File: src/design/irpw_pkg.sv
// Package for the infrared pulse-width transmitter: beat types, phase codes,
// timing constants and the bit count / pause length tables. No dependencies.
package irpw_pkg;

    localparam int unsigned RemWidth = 7;
    localparam int unsigned BitsWidth = 4;
    localparam int unsigned DataWidth = 9;

    localparam logic [RemWidth-1:0] PresyncOnMs  = 7'd3;
    localparam logic [RemWidth-1:0] PresyncOffMs = 7'd6;
    localparam logic [RemWidth-1:0] SyncShortMs  = 7'd3;
    localparam logic [RemWidth-1:0] SyncLongMs   = 7'd6;
    localparam logic [RemWidth-1:0] BitGapMs     = 7'd2;
    localparam logic [RemWidth-1:0] BitZeroMs    = 7'd1;
    localparam logic [RemWidth-1:0] BitOneMs     = 7'd2;
    localparam logic [RemWidth-1:0] MaxPauseMs   = 7'd80;
    localparam logic [BitsWidth-1:0] MaxBits     = 4'd9;

    // Request kinds
    localparam logic REQ_TICK = 1'b0;
    localparam logic REQ_LOAD = 1'b1;

    // Next phase to start when the countdown expires
    typedef enum logic [2:0] {
        PH_PRESYNC     = 3'd0,
        PH_PRESYNC_GAP = 3'd1,
        PH_SYNC        = 3'd2,
        PH_BIT_GAP     = 3'd3,
        PH_BIT_MARK    = 3'd4,
        PH_PAUSE       = 3'd5
    } phase_t;

    typedef struct packed {
        logic                 req_type;
        logic                 beacon_header;
        logic [1:0]           length_code;
        logic [DataWidth-1:0] payload;
        logic [1:0]           pause_kind;
    } req_t;

    typedef struct packed {
        logic led_on;
        logic busy_res;
        logic accepted;
    } res_t;

    function automatic logic [BitsWidth-1:0] bit_count(input logic [1:0] code);
        logic [BitsWidth-1:0] n;
        unique case (code)
            2'd0:    n = 4'd5;
            2'd1:    n = 4'd7;
            2'd2:    n = 4'd8;
            default: n = 4'd9;
        endcase
        return n;
    endfunction

    // Pause kind three means no pause at all
    function automatic logic [RemWidth-1:0] pause_len(input logic [1:0] code);
        logic [RemWidth-1:0] n;
        unique case (code)
            2'd0:    n = 7'd25;
            2'd1:    n = 7'd56;
            2'd2:    n = 7'd80;
            default: n = 7'd0;
        endcase
        return n;
    endfunction

endpackage

File: src/design/irpw_if.sv
// Valid/ready channel interfaces for request and result beats.
// Depends on irpw_pkg for the beat types.
interface irpw_req_if;
    import irpw_pkg::*;
    logic valid;
    logic ready;
    req_t data;
    modport source (output valid, output data, input ready);
    modport sink (input valid, input data, output ready);
endinterface

interface irpw_res_if;
    import irpw_pkg::*;
    logic valid;
    logic ready;
    res_t data;
    modport source (output valid, output data, input ready);
    modport sink (input valid, input data, output ready);
endinterface

File: src/design/ir_pulse_width_transmitter_core.sv
// Infrared pulse-width transmitter core: phase sequencer and result register.
// Depends on irpw_pkg and the channel interfaces in irpw_if.sv.
//
// Every request beat is either a 1 ms tick or a packet load, and each one
// gives exactly one result beat with the emitter level, the busy flag and
// whether a load was taken. A load is taken only while no packet is in
// flight; it latches the header kind, bit count, data bits and pause kind
// but does not touch the timer, so the pre-sync starts on the first tick
// that leaves the countdown at zero. The frame is: pre-sync on 3 ms, off
// 6 ms, sync on 3 ms (6 ms beacon), then per data bit LSB first off 2 ms
// and on 1 ms (zero) or 2 ms (one), then a closing pause off 25/56/80 ms (or none).
// Busy drops as the closing pause starts, so a new load is taken during
// the pause and its pre-sync waits for the pause to run out.
// The state update and the result are worked out in the cycle the request
// is accepted and land in the result register; one beat per clock is
// sustained while the sink keeps taking results, and the request side
// stalls only while a result waits.
module ir_pulse_width_transmitter_core (
    input  logic clk,
    input  logic rst_n,
    irpw_req_if.sink   req,
    irpw_res_if.source res
);
    import irpw_pkg::*;

    // Sequencer state
    logic [RemWidth-1:0]  remaining_reg, remaining_next;
    phase_t               phase_reg, phase_next;
    logic [BitsWidth-1:0] bits_left_reg, bits_left_next;
    logic [DataWidth-1:0] shift_bits_reg, shift_bits_next;
    logic                 long_sync_reg, long_sync_next;
    logic [1:0]           count_code_reg, count_code_next;
    logic [1:0]           pause_code_reg, pause_code_next;
    logic                 sending_reg, sending_next;
    logic                 lit_reg, lit_next;
    logic                 took;

    // Result register
    logic res_valid_reg;
    res_t res_data_reg;
    res_t res_data_next;

    logic                in_fire;
    logic [RemWidth-1:0] rem_dec;
    logic                expire;

    // Take a new request whenever the result slot is free or draining
    assign req.ready = !res_valid_reg || res.ready;
    assign in_fire   = req.valid && req.ready;

    assign rem_dec = (remaining_reg != '0) ? RemWidth'(remaining_reg - 7'd1) : remaining_reg;
    assign expire  = sending_reg && (rem_dec == '0);

    // Next state for one request beat
    always_comb
    begin
        remaining_next  = remaining_reg;
        phase_next      = phase_reg;
        bits_left_next  = bits_left_reg;
        shift_bits_next = shift_bits_reg;
        long_sync_next  = long_sync_reg;
        count_code_next = count_code_reg;
        pause_code_next = pause_code_reg;
        sending_next    = sending_reg;
        lit_next        = lit_reg;
        took            = 1'b0;

        if (req.data.req_type == REQ_LOAD)
        begin
            if (!sending_reg)
            begin
                long_sync_next  = req.data.beacon_header;
                count_code_next = req.data.length_code;
                shift_bits_next = req.data.payload;
                pause_code_next = req.data.pause_kind;
                phase_next      = PH_PRESYNC;
                sending_next    = 1'b1;
                took            = 1'b1;
            end
        end
        else
        begin
            remaining_next = rem_dec;
            if (expire)
            begin
                unique case (phase_reg)
                    PH_PRESYNC:
                    begin
                        lit_next       = 1'b1;
                        remaining_next = PresyncOnMs;
                        phase_next     = PH_PRESYNC_GAP;
                    end
                    PH_PRESYNC_GAP:
                    begin
                        lit_next       = 1'b0;
                        remaining_next = PresyncOffMs;
                        phase_next     = PH_SYNC;
                    end
                    PH_SYNC:
                    begin
                        lit_next       = 1'b1;
                        remaining_next = long_sync_reg ? SyncLongMs : SyncShortMs;
                        bits_left_next = bit_count(count_code_reg);
                        phase_next     = PH_BIT_GAP;
                    end
                    PH_BIT_GAP:
                    begin
                        lit_next       = 1'b0;
                        remaining_next = BitGapMs;
                        phase_next     = PH_BIT_MARK;
                    end
                    PH_BIT_MARK:
                    begin
                        lit_next       = 1'b1;
                        remaining_next = shift_bits_reg[0] ? BitOneMs : BitZeroMs;
                        bits_left_next = BitsWidth'(bits_left_reg - 4'd1);
                        if (bits_left_next != '0)
                        begin
                            shift_bits_next = shift_bits_reg >> 1;
                            phase_next      = PH_BIT_GAP;
                        end
                        else
                        begin
                            phase_next = PH_PAUSE;
                        end
                    end
                    default:
                    begin
                        // Closing pause, or an unused phase code: end the packet
                        if (phase_reg == PH_PAUSE)
                        begin
                            remaining_next = pause_len(pause_code_reg);
                        end
                        lit_next        = 1'b0;
                        sending_next    = 1'b0;
                        shift_bits_next = '0;
                        long_sync_next  = 1'b0;
                        count_code_next = '0;
                        pause_code_next = '0;
                        phase_next      = PH_PRESYNC;
                    end
                endcase
            end
        end
    end

    // Result fields follow the updated state
    always_comb
    begin
        res_data_next.led_on   = lit_next;
        res_data_next.busy_res = sending_next;
        res_data_next.accepted = took;
    end

    always_ff @(posedge clk or negedge rst_n)
    begin
        if (!rst_n)
        begin
            remaining_reg  <= '0;
            phase_reg      <= PH_PRESYNC;
            bits_left_reg  <= '0;
            shift_bits_reg <= '0;
            long_sync_reg  <= 1'b0;
            count_code_reg <= '0;
            pause_code_reg <= '0;
            sending_reg    <= 1'b0;
            lit_reg        <= 1'b0;
            res_valid_reg  <= 1'b0;
        end
        else
        begin
            if (in_fire)
            begin
                remaining_reg  <= remaining_next;
                phase_reg      <= phase_next;
                bits_left_reg  <= bits_left_next;
                shift_bits_reg <= shift_bits_next;
                long_sync_reg  <= long_sync_next;
                count_code_reg <= count_code_next;
                pause_code_reg <= pause_code_next;
                sending_reg    <= sending_next;
                lit_reg        <= lit_next;
                res_valid_reg  <= 1'b1;
            end
            else if (res.ready)
            begin
                res_valid_reg <= 1'b0;
            end
        end
    end

    // Result payload: load with each accepted request
    always_ff @(posedge clk)
    begin
        if (in_fire)
        begin
            res_data_reg <= res_data_next;
        end
    end

    assign res.valid = res_valid_reg;
    assign res.data  = res_data_reg;

    // A load seen while idle is taken and shows busy
    assert property (@(posedge clk) disable iff (!rst_n)
        in_fire && (req.data.req_type == REQ_LOAD) && !sending_reg
        |=> res_data_reg.accepted && res_data_reg.busy_res)
        else $error("idle load not taken");

    // Ticks never report a taken load
    assert property (@(posedge clk) disable iff (!rst_n)
        in_fire && (req.data.req_type == REQ_TICK) |=> !res_data_reg.accepted)
        else $error("tick reported as accepted load");

    // Countdown never exceeds the longest pause
    assert property (@(posedge clk) disable iff (!rst_n)
        remaining_reg <= MaxPauseMs)
        else $error("countdown out of range");

    // Bit counter never exceeds nine
    assert property (@(posedge clk) disable iff (!rst_n)
        bits_left_reg <= MaxBits)
        else $error("bit counter out of range");

    // With no packet in flight the sequencer waits at pre-sync, emitter dark
    assert property (@(posedge clk) disable iff (!rst_n)
        !sending_reg |-> (phase_reg == PH_PRESYNC) && !lit_reg)
        else $error("idle sequencer not parked");

endmodule

File: src/flat_wrapper.sv
// flat-port wrapper written by rule: the top's interface ports become plain ports
module ir_pulse_width_transmitter_core_flat import irpw_pkg::*;
  (clk, rst_n, req_valid, req_data, req_ready, res_valid, res_data, res_ready);
  irpw_req_if req_i ();
  irpw_res_if res_i ();
  input  logic clk;
  input  logic rst_n;
  input wire logic [$bits(req_i.valid)-1:0] req_valid;
  input wire logic [$bits(req_i.data)-1:0] req_data;
  output wire logic [$bits(req_i.ready)-1:0] req_ready;
  output wire logic [$bits(res_i.valid)-1:0] res_valid;
  output wire logic [$bits(res_i.data)-1:0] res_data;
  input wire logic [$bits(res_i.ready)-1:0] res_ready;
  assign req_i.valid = req_valid;
  assign req_i.data = req_data;
  assign req_ready = req_i.ready;
  assign res_valid = res_i.valid;
  assign res_data = res_i.data;
  assign res_i.ready = res_ready;
  ir_pulse_width_transmitter_core u_core (.clk(clk), .rst_n(rst_n), .req(req_i), .res(res_i));
endmodule
File: config.mk
export PLATFORM = sky130hd
export DESIGN_NAME = ir_pulse_width_transmitter_core_flat
export DESIGN_NICKNAME = d
export VERILOG_FILES = /design/src/design/irpw_pkg.sv /design/src/design/irpw_if.sv /design/src/design/ir_pulse_width_transmitter_core.sv /design/src/flat_wrapper.sv
export SDC_FILE = /design/constraint.sdc
export NUM_CORES = 1
export LEC_CHECK = 0
export BUFFER_PORTS_ARGS = -buffer_cell sky130_fd_sc_hd__buf_2
export CAP_MARGIN = 25
export CORE_MARGIN = 3
export CORE_UTILIZATION = 25
export CTS_CLUSTER_SIZE = 12
export DETAILED_ROUTE_END_ITERATION = 8
export HOLD_SLACK_MARGIN = 0.05
export REMOVE_ABC_BUFFERS = 1
export SKIP_CTS_REPAIR_TIMING = 1
export SLEW_MARGIN = 40
export SYNTH_ARGS = -nofsm -noshare
export SYNTH_HDL_FRONTEND = slang
export SYNTH_SLANG_ARGS = --single-unit
File: constraint.sdc
create_clock -name clk -period 3.4 [get_ports clk]
set_input_delay 0.17 -clock clk [delete_from_list [all_inputs] [get_ports clk]]
set_output_delay 0.17 -clock clk [all_outputs]
set_load 0.02 [all_outputs]
==> reports/summary.txt, run 1 <==
Yosys top cell area share: 0.356
Tot Pwr: 1.55 mW
Die extent in y: 99.4 µm
DR iter-0 viols: 133
Placed cell areas: 2380 µm²
Worst Path Class, Setup: reg2reg
Clock buffer depth: 2
DR vias/cell: 5.18
Residual DRC: 0
Fmax achieved: 357 MHz
Vias: 1869
All-Layer GR Usage: 0.110
Yosys top cell by area: dfrtp_1
DRT Pass-1 Iters: 4
Design Area, Final: 2490 µm²
RSZ-0062 raised after global routing: no
Adder-cell share of the synthesized area: 0.0229
Cell family with most CP delay: simple AND/OR/NAND/NOR gates
# IOs: 24
Max Clock Skew: 0.00370 ns
Vias in the first global route: 1801
Gate power share: 0.371
Worst slew margin: 0.564
Sw Share: 0.411
Synthesized cell area: 2180 µm²
Mapped Cells: 235
Max reg flops: 9
Layout cells sized above 1: 0.203
TritonCTS buffer count: 5
Total Wirelength: 5160 µm
Pwr dens: 624 nW/µm²
Final Hold Fails: 0
Die area: 9890 µm²
Crit-path cells: inv_1 > ha_1 > or3b_1 > nor4b_1 > nor2_1 > nor4b_1 > mux2_2
Fillers: 899
CP max stage cell: dfrtp_1
Post-synth EDFFs: 3
Max-Cap Viols: 0
Least-Margin Pin Slew: 0.654 ns
Clk root buf: clkbuf_8
Worst-path clk slew: 0.07 ns
Buf+Inv Stages, Crit Path: 1
I/O Buffers: 23
Status: finished clean
First-pass GRT wire length: 8790 µm
VDD IR max: 0.215 mV
Register area share after synthesis: 0.397
Area grow syn2layout: 13.9%
Cell Rows: 33
Worst Hold Class: in2reg
Post-layout net count: 278
Synth Area in Compound Gates: 0.230
Count leader, synth: dfrtp_1
Final slew viol count: 0
Critical Path Start Type: flip-flop
CTS tree: built
Post-synth top flop: dfrtp_1
Core Area: 8340 µm²
Clock power frac: 0.202
Gpl congestion: 0.844
Critical path's largest stage delay: 0.46 ns
Synth Area per Inst: 9.29 µm²
NetSw: 0.637 mW
Commonest cells post-synth: dfrtp_1 (31), nand2_1 (29), nor2_1 (19)
Pint: 0.914 mW
Leakage: 1.05 nW
Hold wc startpoint: req_data[12]
Req. time, crit path: 3.44 ns
Die Wd: 99.4 µm
DP Wirelength: 3690 µm
Antenna-violating nets left: 0
N_diodes: 0
Synth Area in XOR/XNOR: 0.0161
Initial core utilization: 0.262
CTS sink cnt: 34
Critical R2R Launch: u_core.remaining_reg[0]
WHS: 0.108 ns
Critical Path Start: u_core.remaining_reg[0]
Yosys warnings: 0
Total gr overflow: 0
H-tree lvl count: 2
Largest net degree at the start of global routing: 32
Final Cycle Share: 0.823
Fin Setup TNS: 0 ns
Flop pwr share: 0.426
Top cell by count, worst path: nor4b_1
Asr flop ratio synth: 0.912
Min Tclk post-route: 2.80 ns
Clock Latency Late Sink: 0.29 ns
Placed cells: 352
Post-Synth Simple-Gate Area: 0.207
Final setup viols: 0
Post-Layout Cell Count: 361
Initial antenna violation count: 0
CP Max Fanout: 8
WP data arrival: 2.84 ns
Crit path capture type: flip-flop
Synth Register Bits: 34
Largest family of logic cells by synthesized area: compound AO/OA/AOI/OAI gates
Distinct cells, synth: 56
Synth top area cells: dfrtp_1 (36%), mux2_2 (6.2%), nand2_1 (5.0%), o21ai_0 (4.1%), edfxtp_1 (4.1%)
Post-synthesis mux area share: 0.0803
Drt wl/cell: 14.3 µm
-- cell usage in the layout (no fill, tap or decap), types with 5 or more instances in the layout --
| cell type | Yosys | routed |
|---|---|---|
| dfrtp_1 | 31 | 31 |
| nand2_1 | 29 | 29 |
| buf_2 | 1 | 22 |
| nor2_1 | 19 | 19 |
| o21ai_0 | 18 | 18 |
| mux2_2 | 12 | 12 |
| inv_1 | 9 | 9 |
| o31ai_1 | 7 | 7 |
| a22o_1 | 6 | 6 |
| clkbuf_8 | 0 | 6 |
| nand3_1 | 5 | 5 |
| nor2b_1 | 5 | 5 |
-- stage by stage --
stage / setup WS (ns) / utilization
after floorplan: 0.620 / -
after global placement: 0.674 / 0.286
after detailed placement: 0.626 / 0.286
after CTS: 0.599 / 0.297
after global routing: 0.331 / 0.298
final: 0.601 / 0.298
-- final cells by class --
class                      count  area (µm²)  share of cell area
inverter                       9        33.8              0.0136
timing repair buffer          27         150              0.0604
sequential                    34         866               0.348
clock buffer                   7        86.3              0.0347
clock inverter                 1        5.00             0.00201
multi-input combinational    178        1210               0.488
tap                          105         131              0.0528
-- path summary, 6_finish.rpt --
kind | to | slack, ns | depth (start not counted)
setup / recovery | u_core.res.data[2] | 0.60 | 7
hold / removal | u_core.count_code_reg[1] | 0.11 | 2
setup reg to reg | u_core.res.data[2] | 0.60 | 7
hold reg to reg | u_core.shift_bits_reg[2] | 0.51 | 1
max in group asynchronous | u_core.shift_bits_reg[4] | 2.74 | 2
min in group asynchronous | u_core.remaining_reg[6] | 0.36 | 2
-- logic make-up (layout without fill, tap and decap cells) --
| logic type | count (synthesis) | count (layout) |
|---|---|---|
| buffers and inverters | 23 | 44 |
| muxes | 16 | 16 |
| xor gates and xnor gates | 4 | 4 |
| and+or+nand+nor | 88 | 88 |
| adders and majority gates | 4 | 4 |
| AOI/OAI and AO/OA | 66 | 66 |
| DFF | 34 | 34 |
-- per-layer routing --
metal | track usage | routed length (µm) | up-vias
li1 | - | - | 912
met2 | 0.159 | 2160 | 54
met5 | 0 | 0 | -
met1 | 0.162 | 2560 | 899
met4 | 0.0347 | 68 | 0
met3 | 0.0281 | 363 | 4
-- power groups by stage --
stage                     combinational [mW]  clock, mW  sequential (mW)
after CTS                              0.572      0.324            0.656
after floorplan                        0.429          0            0.621
after global placement                 0.568          0            0.662
after detailed placement               0.570          0            0.660
after global routing                   0.645      0.342            0.681
final                                  0.576      0.314            0.661
-- worst register-to-register path, cell delays in order (launching register included) --
cell	delay [ns]
dfrtp_1	0.46
inv_1	0.11
ha_1	0.20
or3b_1	0.35
nor4b_1	0.44
nor2_1	0.23
nor4b_1	0.38
mux2_2	0.38
Power figures use the tool's default switching activity.
==> run 2: changes to the inputs <==
clock period = 2.6 ns   (was 3.4 ns; I/O delays follow)
==> reports/summary.txt, run 2 (same netlist as run 1, synthesis figures left out) <==
Status: finished clean
Initial core utilization: 0.262
Cell family with most CP delay: simple AND/OR/NAND/NOR gates
Area grow syn2layout: 20.4%
Min Tclk post-route: 2.49 ns
Fmax achieved: 401 MHz
Req. time, crit path: 2.77 ns
Core Area: 8340 µm²
Worst Path Class, Setup: reg2reg
Initial antenna violation count: 0
Final setup viols: 0
N_diodes: 0
Die area: 9890 µm²
DP Wirelength: 3940 µm
Buf+Inv Stages, Crit Path: 0
Clock Latency Late Sink: 0.29 ns
Fin Setup TNS: 0 ns
Critical Path Start Type: flip-flop
Leakage: 1.13 nW
Max reg flops: 9
# IOs: 24
I/O Buffers: 23
WP data arrival: 2.67 ns
Placed cell areas: 2490 µm²
Post-layout net count: 294
DR iter-0 viols: 126
VDD IR max: 0.255 mV
H-tree lvl count: 2
Max-Cap Viols: 0
Fillers: 869
Sw Share: 0.407
Die Wd: 99.4 µm
TritonCTS buffer count: 5
Final Hold Fails: 0
DR vias/cell: 5.04
Layout cells sized above 1: 0.265
CP max stage cell: or4b_2
Worst-path clk slew: 0.08 ns
Total Wirelength: 5390 µm
Vias: 1901
Clock buffer depth: 2
CTS tree: built
Gate power share: 0.451
Clock power frac: 0.198
Pwr dens: 818 nW/µm²
NetSw: 0.875 mW
Vias in the first global route: 1935
Commonest non-fill, non-tap cells in the layout: dfrtp_1 (31), nand2_1 (29), buf_2 (22)
Post-Layout Cell Count: 377
Drt wl/cell: 14.3 µm
Final Cycle Share: 0.960
Max Clock Skew: 0.00770 ns
Placed cells: 366
Antenna-violating nets left: 0
First-pass GRT wire length: 9530 µm
All-Layer GR Usage: 0.119
Worst slew margin: 0.682
Die extent in y: 99.4 µm
Design Area, Final: 2630 µm²
Final slew viol count: 0
Residual DRC: 0
DRT Pass-1 Iters: 4
Commonest non-fill, non-tap cell in the layout: dfrtp_1
CTS sink cnt: 34
Least-Margin Pin Slew: 0.477 ns
CP Max Fanout: 8
Crit path capture type: flip-flop
Cell Rows: 33
Worst Hold Class: in2reg
Pint: 1.27 mW
Clk root buf: clkbuf_8
Critical path's largest stage delay: 0.72 ns
Crit-path cells: or4b_2 > nor2_1 > a32oi_1 > a41oi_4 > mux2_2
Flop pwr share: 0.351
Total gr overflow: 0
Hold wc startpoint: req_data[0]
Gpl congestion: 0.902
Critical R2R Launch: u_core.bits_left_reg[0]
Critical Path Start: u_core.bits_left_reg[0]
Largest net degree at the start of global routing: 32
## run 2: changes by cell type in the layout (fill, tap and decap cells not counted)
cell,delta
nor3b_1,-1
o31ai_1,-1
clkinvlp_4,+1
nor3b_2,+1
buf_4,+16
nor4b_2,+1
clkbuf_1,-1
nor4b_1,-1
o31ai_2,+1
## run 2: final timing paths
| kind | end | slack (ns) | depth (start not counted) |
|---|---|---|---|
| setup / recovery | u_core.shift_bits_reg[5] | 0.11 | 5 |
| hold / removal | u_core.pause_code_reg[0] | 0.06 | 2 |
| setup reg to reg | u_core.shift_bits_reg[5] | 0.11 | 5 |
| hold reg to reg | u_core.shift_bits_reg[2] | 0.51 | 1 |
| max in group asynchronous | u_core.shift_bits_reg[6] | 1.99 | 2 |
| min in group asynchronous | u_core.res.valid | 0.31 | 2 |
## run 2: area by class of cell
class	count	area [µm²]	share of cell area
clock buffers	6	82.6	0.0314
multi-input cells	178	1230	0.468
well taps	105	131	0.0500
clock inverters	2	12.5	0.00476
flip-flops and latches	34	866	0.330
repair buffers	43	270	0.103
inverters	9	33.8	0.0129
## run 2: power groups by stage
stage / Sequential (mW) / Clock, mW / Combinational (mW)
6_report: 0.755 / 0.424 / 0.969
5_1_grt: 0.771 / 0.454 / 1.10
4_1_cts: 0.749 / 0.432 / 0.959
3_5_place_dp: 0.760 / 0 / 0.953
3_3_place_gp: 0.759 / 0 / 0.947
2_1_floorplan: 0.812 / 0 / 0.561
## run 2: worst register-to-register path: cells and delay by family (launching register included)
kind	cells	cell delay, ns
and+or+nand+nor	2	0.87
AOI/OAI and AO/OA	2	0.67
DFF	1	0.46
muxes	1	0.39
## run 2: metal layers
metal | vias to the layer above | share of wire | track usage
li1 | 946 | - | -
met1 | 893 | 0.51 | 0.180
met2 | 54 | 0.41 | 0.167
met3 | 8 | 0.063 | 0.0245
met4 | 0 | 0.017 | 0.0420
met5 | - | 0 | 0
## run 2: metrics by stage
step	total power, mW	setup slack [ns]	util	hold WS (ns)
floorplan	1.37	-0.180	-	-0.166
global placement	1.71	0.144	0.298	0.227
detailed placement	1.71	0.126	0.298	0.234
CTS	2.14	0.0835	0.310	-0.0776
global route	2.33	-0.000369	0.315	0.0635
finish	2.15	0.105	0.315	0.0648
==> run 3: changes to the inputs <==
RECOVER_POWER = 50   (was default)
==> reports/summary.txt, run 3 (same netlist as run 1, synthesis figures left out) <==
First-pass GRT wire length: 9530 µm
Cell family with most CP delay: simple AND/OR/NAND/NOR gates
Min Tclk post-route: 2.49 ns
Post-place setup slack: 0.126 ns
# IOs: 24
Final Cycle Share: 0.960
Post-layout net count: 294
Max reg flops: 9
Crit path capture type: flip-flop
Vias: 1903
N_diodes: 0
Die area: 9890 µm²
Clk root buf: clkbuf_8
Gpl congestion: 0.902
Worst Hold Class: in2reg
Area of the multi-input gates: 1230 µm²
DR iter-0 viols: 126
Die Wd: 99.4 µm
Vias in the first global route: 1935
Residual DRC: 0
CP Max Fanout: 8
Post-Layout Cell Count: 377
Critical Path Start Type: flip-flop
Leakage: 1.12 nW
CTS tree: built
DR vias/cell: 5.05
Die extent in y: 99.4 µm
Commonest non-fill, non-tap cells in the layout: dfrtp_1 (31), nand2_1 (29), buf_2 (20)
Buf+Inv Stages, Crit Path: 0
CP max stage cell: or4b_2
Clock buffer depth: 2
Fillers: 870
Register Area: 866 µm²
Least-Margin Pin Slew: 1.74 ns
Critical path's largest stage delay: 0.72 ns
Drt wl/cell: 14.3 µm
Final Hold Fails: 0
Crit-path cells: or4b_2 > nor2_1 > a32oi_1 > a41oi_4 > mux2_2
Worst Path Class, Setup: reg2reg
Core Area: 8340 µm²
I/O Buffers: 23
Placed cells: 366
Req. time, crit path: 2.77 ns
Failing checks: max-capacitance violations, max-slew violations
Commonest non-fill, non-tap cell in the layout: dfrtp_1
CTS sink cnt: 34
Layout cells sized above 1: 0.254
Worst slew margin: -0.160
H-tree lvl count: 2
Core Util, Final: 0.314
DP Wirelength: 3940 µm
Pwr dens: 819 nW/µm²
DRT Pass-1 Iters: 4
VDD IR max: 0.255 mV
Clock Latency Late Sink: 0.29 ns
WP data arrival: 2.67 ns
Max-Cap Viols: 1
Antenna-violating nets left: 0
Status: finished, violations left
Initial antenna violation count: 0
Final slew viol count: 32
Final setup viols: 0
Max Clock Skew: 0.00770 ns
Initial core utilization: 0.262
All-Layer GR Usage: 0.119
Total Wirelength: 5390 µm
Cell Rows: 33
Area grow syn2layout: 20.1%
TritonCTS buffer count: 5
Worst-path clk slew: 0.08 ns
Total gr overflow: 0
Largest net degree at the start of global routing: 32
PnR worst setup slack: 0.105 ns
Fmax achieved: 401 MHz
## run 3: changes by cell type in the layout (fill, tap and decap cells not counted), sizes merged
| cell | delta |
|---|---|
| clkbuf | +3 |
| buf | -3 |
## run 3: path summary, 6_finish.rpt
kind / start / endpoint / slack (ns) / cells past startpoint
worst max-delay path: u_core.bits_left_reg[0] / u_core.shift_bits_reg[5] / 0.11 / 5
worst min-delay path: req_data[0] / u_core.pause_code_reg[0] / 0.06 / 2
worst max register to register: u_core.bits_left_reg[0] / u_core.shift_bits_reg[5] / 0.11 / 5
worst min register to register: u_core.shift_bits_reg[2] / u_core.shift_bits_reg[2] / 0.51 / 1
max in group asynchronous: rst_n / u_core.shift_bits_reg[6] / 0.76 / 2
min in group asynchronous: rst_n / u_core.res.valid / 0.83 / 2
## run 3: worst register-to-register path, stage by stage, from the launching register on
cell and delay, ns:
dfrtp_1 0.46, or4b_2 0.72, nor2_1 0.15, a32oi_1 0.22, a41oi_4 0.45, mux2_2 0.39
## run 3: power by group
| part | internal [mW] | switching, mW |
|---|---|---|
| clock network | 0.213 | 0.211 |
| registers | 0.651 | 0.104 |
| logic | 0.408 | 0.560 |
| total | 1.27 | 0.875 |
## run 3: layer usage
metal,GRT usage,routed length [µm]
met4,0.0420,93
met3,0.0245,351
met1,0.180,2760
met5,0,0
met2,0.167,2190
## run 3: through the flow
stage / power [mW] / TNS [ns] / instance area, µm² / hold WS, ns
after floorplan: 1.37 / -1.44 / 2110 / -0.166
after global placement: 1.71 / 0 / 2490 / 0.227
after detailed placement: 1.71 / 0 / 2490 / 0.234
after CTS: 2.14 / 0 / 2580 / -0.0776
after global routing: 2.33 / -0.000369 / 2620 / 0.0635
final: 2.15 / 0 / 2620 / 0.0648
## run 3: area by class of cell
type / instances / area share
Tap cell: 105 / 0.0501
Timing Repair Buffer: 43 / 0.101
Multi-Input combinational cell: 178 / 0.469
Clock buffer: 6 / 0.0315
Sequential cell: 34 / 0.330
Inverter: 9 / 0.0129
Clock inverter: 2 / 0.00478
